`src/rtl/ebad_pkg.sv`:
```
`default_nettype none
// ----------------------------------------------------------------------------
// ebad_pkg: shared definitions for the emulated bus access decoder
// Memory geometry, address map constants, access codes and the command and
// status groups that join the controller to the datapath.
// ----------------------------------------------------------------------------
package ebad_pkg;

	// Bytes of physical RAM behind the decoder.
	localparam int unsigned MEM_BYTES = 1048576;
	// The RAM is two byte banks side by side, one 16-bit row per even address.
	localparam int unsigned RAM_ROWS  = MEM_BYTES / 2;
	localparam int unsigned ROW_AW    = $clog2(RAM_ROWS);
	localparam logic [31:0] MEM_LIMIT = 32'(MEM_BYTES);

	// Configuration register.
	localparam int unsigned RAM_SIZE_W = 21;
	localparam logic [RAM_SIZE_W-1:0] RAM_SIZE_RST = 21'd1048576;

	// Address map.
	localparam logic [7:0]  MIRROR_TOP  = 8'hFF;
	localparam logic [31:0] LOW24_MASK  = 32'h00FF_FFFF;
	localparam logic [31:0] IO_LOW      = 32'h00FF_8000;
	localparam logic [31:0] IO_END      = 32'h0100_0000;
	localparam logic [31:0] IO_IERB     = 32'h00FF_FA09;
	localparam logic [31:0] IO_KBD_CTRL = 32'h00FF_FC00;
	localparam logic [7:0]  IERB_VAL    = 8'h40;
	localparam logic [7:0]  KBD_VAL     = 8'h03;

	// Access codes.
	localparam logic       CMD_READ  = 1'b0;
	localparam logic       CMD_WRITE = 1'b1;
	localparam logic [1:0] SIZE_BYTE = 2'd0;
	localparam logic [1:0] SIZE_WORD = 2'd1;

	// Commands from the controller to the datapath.
	typedef struct packed {
		logic clr;      // clearing sweep writes one zero row
		logic load;     // capture the accepted item
		logic acc;      // issue one 16-bit RAM access
		logic phase;    // second row of a long access
		logic hold;     // keep the first row of a long read
		logic out_load; // load the output register
	} dp_cmd_t;

	// Status from the datapath to the controller.
	typedef struct packed {
		logic clr_last;   // sweep is at the last row
		logic is_long;    // item is a long access
		logic misaligned; // word or long at an odd address
	} dp_sts_t;

endpackage
`default_nettype wire

```
`src/rtl/ebad_ctrl.sv`:
```
`default_nettype none
// ----------------------------------------------------------------------------
// ebad_ctrl: sequencing controller
// Runs the clearing sweep after reset, then steps each item through one or
// two RAM row accesses (none if misaligned) and loads the output register.
// ----------------------------------------------------------------------------
module ebad_ctrl (
	input  wire logic              clk,
	input  wire logic              arst_n,
	input  wire logic              in_valid,
	output logic                   in_stall,
	output logic                   out_valid,
	input  wire logic              out_stall,
	output ebad_pkg::dp_cmd_t      cmd,
	input  wire ebad_pkg::dp_sts_t sts
);

	typedef enum logic [2:0] {
		ST_CLEAR,
		ST_IDLE,
		ST_ACC0,
		ST_ACC1,
		ST_FIN
	} state_t;

	state_t state_q;
	logic   out_valid_q;

	// Commands decoded from the state.
	always_comb begin
		cmd.clr      = (state_q == ST_CLEAR);
		cmd.load     = (state_q == ST_IDLE) && in_valid;
		cmd.acc      = ((state_q == ST_ACC0) && !sts.misaligned) || (state_q == ST_ACC1);
		cmd.phase    = (state_q == ST_ACC1);
		cmd.hold     = (state_q == ST_ACC1);
		cmd.out_load = (state_q == ST_FIN) && (!out_valid_q || !out_stall);
	end

	// State and output valid.
	always_ff @(posedge clk or negedge arst_n) begin
		if (!arst_n) begin
			state_q     <= ST_CLEAR;
			out_valid_q <= 1'b0;
		end else begin
			unique case (state_q)
				ST_CLEAR: begin
					if (sts.clr_last) begin
						state_q <= ST_IDLE;
					end
				end
				ST_IDLE: begin
					if (in_valid) begin
						state_q <= ST_ACC0;
					end
				end
				ST_ACC0: begin
					if (!sts.misaligned && sts.is_long) begin
						state_q <= ST_ACC1;
					end else begin
						state_q <= ST_FIN;
					end
				end
				ST_ACC1: begin
					state_q <= ST_FIN;
				end
				ST_FIN: begin
					if (cmd.out_load) begin
						state_q <= ST_IDLE;
					end
				end
				default: begin
					state_q <= ST_CLEAR;
				end
			endcase
			if (cmd.out_load) begin
				out_valid_q <= 1'b1;
			end else if (!out_stall) begin
				out_valid_q <= 1'b0;
			end
		end
	end

	assign in_stall  = (state_q != ST_IDLE);
	assign out_valid = out_valid_q;

endmodule
`default_nettype wire

```
`config.mk`:
```
export PLATFORM = sky130hd
export DESIGN_NAME = ebad_ctrl
export DESIGN_NICKNAME = d
export VERILOG_FILES = /design/src/rtl/ebad_pkg.sv /design/src/rtl/ebad_ctrl.sv
export SDC_FILE = /design/constraint.sdc
export NUM_CORES = 1
export LEC_CHECK = 0
export BUFFER_PORTS_ARGS = -buffer_cell sky130_fd_sc_hd__buf_2
export CORE_AREA = 10 10 47 49
export DETAILED_ROUTE_END_ITERATION = 8
export DIE_AREA = 0 0 57 59
export GPL_TIMING_DRIVEN = 1
export PLACE_DENSITY_LB_ADDON = 0.08
export SETUP_SLACK_MARGIN = 0.05
export SLEW_MARGIN = 20
export SYNTH_ARGS = -nofsm -noshare
export SYNTH_HDL_FRONTEND = slang
export SYNTH_SLANG_ARGS = --single-unit
```
`constraint.sdc`:
```
create_clock -name clk -period 1.7 [get_ports clk]
set_input_delay 0.085 -clock clk [delete_from_list [all_inputs] [get_ports clk]]
set_output_delay 0.085 -clock clk [all_outputs]
set_load 0.02 [all_outputs]
```
* Word level (Yosys, flattened, before mapping)
Index checks and enable logic that the tools add are counted.
** Cells by class
- Equality and inequality tests :: 9
- Multiplexer cells :: 7
- Reductions and logical operators :: 11
** Operators with widths (count)
- case mux 3 bit (5 select lines) :: 1
- two-way mux 3 bit :: 4
- == test 3 x 2 -> 1 bit (second input constant) :: 2
- logical AND 1 bit :: 4
- != test 2 x 1 -> 1 bit (second input constant) :: 2
- != test 2 bit (second input constant) :: 2
- == test 3 x 1 -> 1 bit (second input constant) :: 1
- == test 3 bit (second input constant) :: 1
- zero test 1 bit :: 3
- zero test 3 bit :: 1
- != test 3 x 1 -> 1 bit (second input constant) :: 1
- AND reduction 3 bit :: 1
- logical OR 1 bit :: 2
- two-way mux 1 bit :: 2
** Storage, ports and cells
- Register bits after elaboration :: 4

* Logic depth before layout (Yosys ltp)
- Depth in word-level cells :: 5
- Mapped depth :: 4

* Worst setup path before layout
OpenSTA, ideal clock, no wires.
- Kind :: register -> register
- From :: register state_q[1]
- To :: register state_q[0]
- Arrival :: 1.229 ns
- Required time :: 1.610 ns
- Setup slack :: 0.381 ns
- Cell stages (with the launch flop) :: 5
- Period minus slack after synthesis :: 1.319 ns
- Cell sequence :: dfrtp_1 > buf_4 > nor3_1 > nand2_1 > o221ai_1
** RTL lines
- start: declaration :: RTL line ebad_ctrl.sv:26 : state_t state_q;
- start signal: assignment :: RTL line ebad_ctrl.sv:42 : state_q <= ST_CLEAR;
- start signal: assignment :: RTL line ebad_ctrl.sv:48 : state_q <= ST_IDLE;
- start signal: assignment :: RTL line ebad_ctrl.sv:53 : state_q <= ST_ACC0;

* Worst setup path after layout
- From :: register state_q[1]
- To :: output in_stall
** Between the ends
- Longest elaborated chain between the ends :: 1
** Ends and longest elaborated chain
- != test 3 x 1 -> 1 bit :: RTL line ebad_ctrl.sv:83 : assign in_stall = (state_q != ST_IDLE);
- end: declaration :: RTL line ebad_ctrl.sv:11 : output logic in_stall,
No other way between the ends.

==> reports/metrics.cfg <==
[status]
status = finished, final reports clean

[cts]
postCtsHoldBufs = 1
cts_made_buffers = 3
clk_pin_slew_ns = 0.04
cts_tree = yes
ctsResizeCount = 0
clock_sinks = 4
clkLatencyLatePin_ns = 0.23
cts-root-buf = clkbuf_4
cts.path.max_buffers = 2
cts_setup_buffers = 0
htree_levels = 1

[worst_setup_path]
r2r-start = state_q[0]
critPathCaptureType = output port
reg2reg_depth = 3
cp.arrival_ns = 1.35
rr_endpoint = state_q[0]
crit_fanout = 10
cp.required_ns = 1.62
worst-setup-path-type = reg -> out
r2r_slack_ns = 0.49
cp-start-kind = flop

[logic_synthesis]
synth.avg_cell_area_um2 = 8.35
syn_inst = 31
yosys_warnings = 0
synthDistinctLibCells = 15
synth-seq-cells = 4
synth_fp_nets = 38
netlist_area_um2 = 259
ys_seq_area_share_pct = 38.6

[grt]
use_met2_pct = 7.13
gr-usage-met1_pct = 4.42
gr-max-usage-layer = met2
grt.overflow.total = 0
antenna_found_initial = 0
grt_max_degree = 11
track_usage_pct = 4.72
met3_usage_pct = 3.00
grt_pass1_vias = 298
grt_pass1_wl_um = 1240

[routing]
dr_total_vias = 281
drcViolationCount = 0
first_pass_iters = 2
drt_iter0_markers = 2
wl_per_cell_um = 11.4
wl_um = 716
routed_via_density = 4.46
ant_nets = 0

[worst_hold_path]
hold_class = in -> reg
hold_path.startpoint = sts[2]
holdPathEnd = state_q[0]
whs_path_depth = 3

[die]
initial_core_util_pct = 18.5
dieArea_um2 = 3360
dieHeight_um = 59
top_level_ports = 15
die_x_um = 57
design.core.area_um2 = 1400
num_rows = 14

[timing]
whs_ns = 0.103
layout_min_cycle_time_ns = 1.44
finalSetupTns_ns = 0
fin_skew_ns = 0.000392
fmax_mhz = 696
slew_headroom_pct = 74.9
slew_violations = 0
setup_viol = 0
finalHoldViolations = 0
worst_pin_slew_ns = 0.375
rsz0062_at_grt = false
period_share_pct = 84.5

[final_layout]
final_util_pct = 26.2
multi_input_area_um2 = 136
drive_above_1_share_pct = 42.6
final-seq-area_um2 = 100
nFillCells = 167
diodes = 0
nNetsFinal = 56
final_design_area_no_fill_um2 = 367
area_delta_synth_final_pct = 41.5

[placed_design]
place_area_um2 = 334
dpl.hpwl_um = 633
place.gp.congestion = 0.772
numPortBuffers = 14

[power]
ir_drop_v = 0.000639
p_total_uw = 727
p_leak_uw = 0.000189
pwr_density_cell_nw_per_um2 = 1980

[flow_run]
cap_violations = 0

-- worst max path at each step --
stage,start,to,slack (ns)
after floorplan,state_q[1],state_q[0],0.38
after global placement,state_q[1],in_stall,0.49
after detailed placement,state_q[2],state_q[0],0.48
after CTS,state_q[1],in_stall,0.24
after global routing,state_q[1],in_stall,0.20
final,state_q[1],in_stall,0.26
-- through the flow --
step,std cells,setup slack [ns]
final,63,0.264
after global routing,63,0.197
after CTS,63,0.244
after detailed placement,59,0.480
after global placement,59,0.493
after floorplan,31,0.381
-- power by group --
part	total, uW	switching (uW)	internal [uW]
Clock	112	33.8	78.6
Sequential	221	80.4	141
Combinational	393	231	162
-- final cells by class --
type                            count  area share (%)
Multi-Input combinational cell     23            37.2
Clock buffer                        3            6.14
Inverter                            2            2.05
Timing Repair Buffer               15            21.8
Tap cell                           16            5.46
Sequential cell                     4            27.3
-- layout by cell type, fill, tap and decap left out, drive strengths merged --
cell,netlist,layout
a21oi,4,4
buf,2,14
clkbuf,0,3
dfrtp,4,4
dlygate4sd3,0,1
inv,2,2
nand2,6,6
nand2b,1,1
nor2,2,2
nor3,2,2
nor3b,2,2
o221ai,1,1
o22ai,1,1
o2bb2ai,1,1
o32a,1,1
or2,1,1
or3,1,1
-- layer usage --
layer / wire [um] / share of wire [%]
met1: 308 / 43
met2: 325 / 45
met4: 6 / 0.84
met5: 0 / 0
met3: 76 / 11
-- kinds of logic (layout without fill, tap and decap cells) --
group                  count (synthesis)  count (layout)  synth area share, %
AO/OA/AOI/OAI                          8               8                 20.8
buffers and inverters                  4              20                 8.70
AND/OR/NAND/NOR                       15              15                 31.9
flip-flops                             4               4                 38.6
-- critical path, stage by stage (launching register included) --
cell and delay [ns]:
dfrtp_1 0.48, or3_2 0.48, buf_2 0.17
-- cell usage after synthesis (all sizes together) --
cell type | instances | area share (%)
nor3b | 2 | 5.8
nand2 | 6 | 8.7
buf | 2 | 5.8
o2bb2ai | 1 | 3.4
nor3 | 2 | 3.9
nor2 | 2 | 2.9
inv | 2 | 2.9
o32a | 1 | 3.9
or2 | 1 | 2.4
a21oi | 4 | 7.7
dfrtp | 4 | 39
o22ai | 1 | 2.4
nand2b | 1 | 5.3
o221ai | 1 | 3.4
or3 | 1 | 2.9
-- state kept, by name, summed over array words and instances (netlist names) --
name,flops
state_q,3
out_valid,1
(Power assumes the default switching activity.)
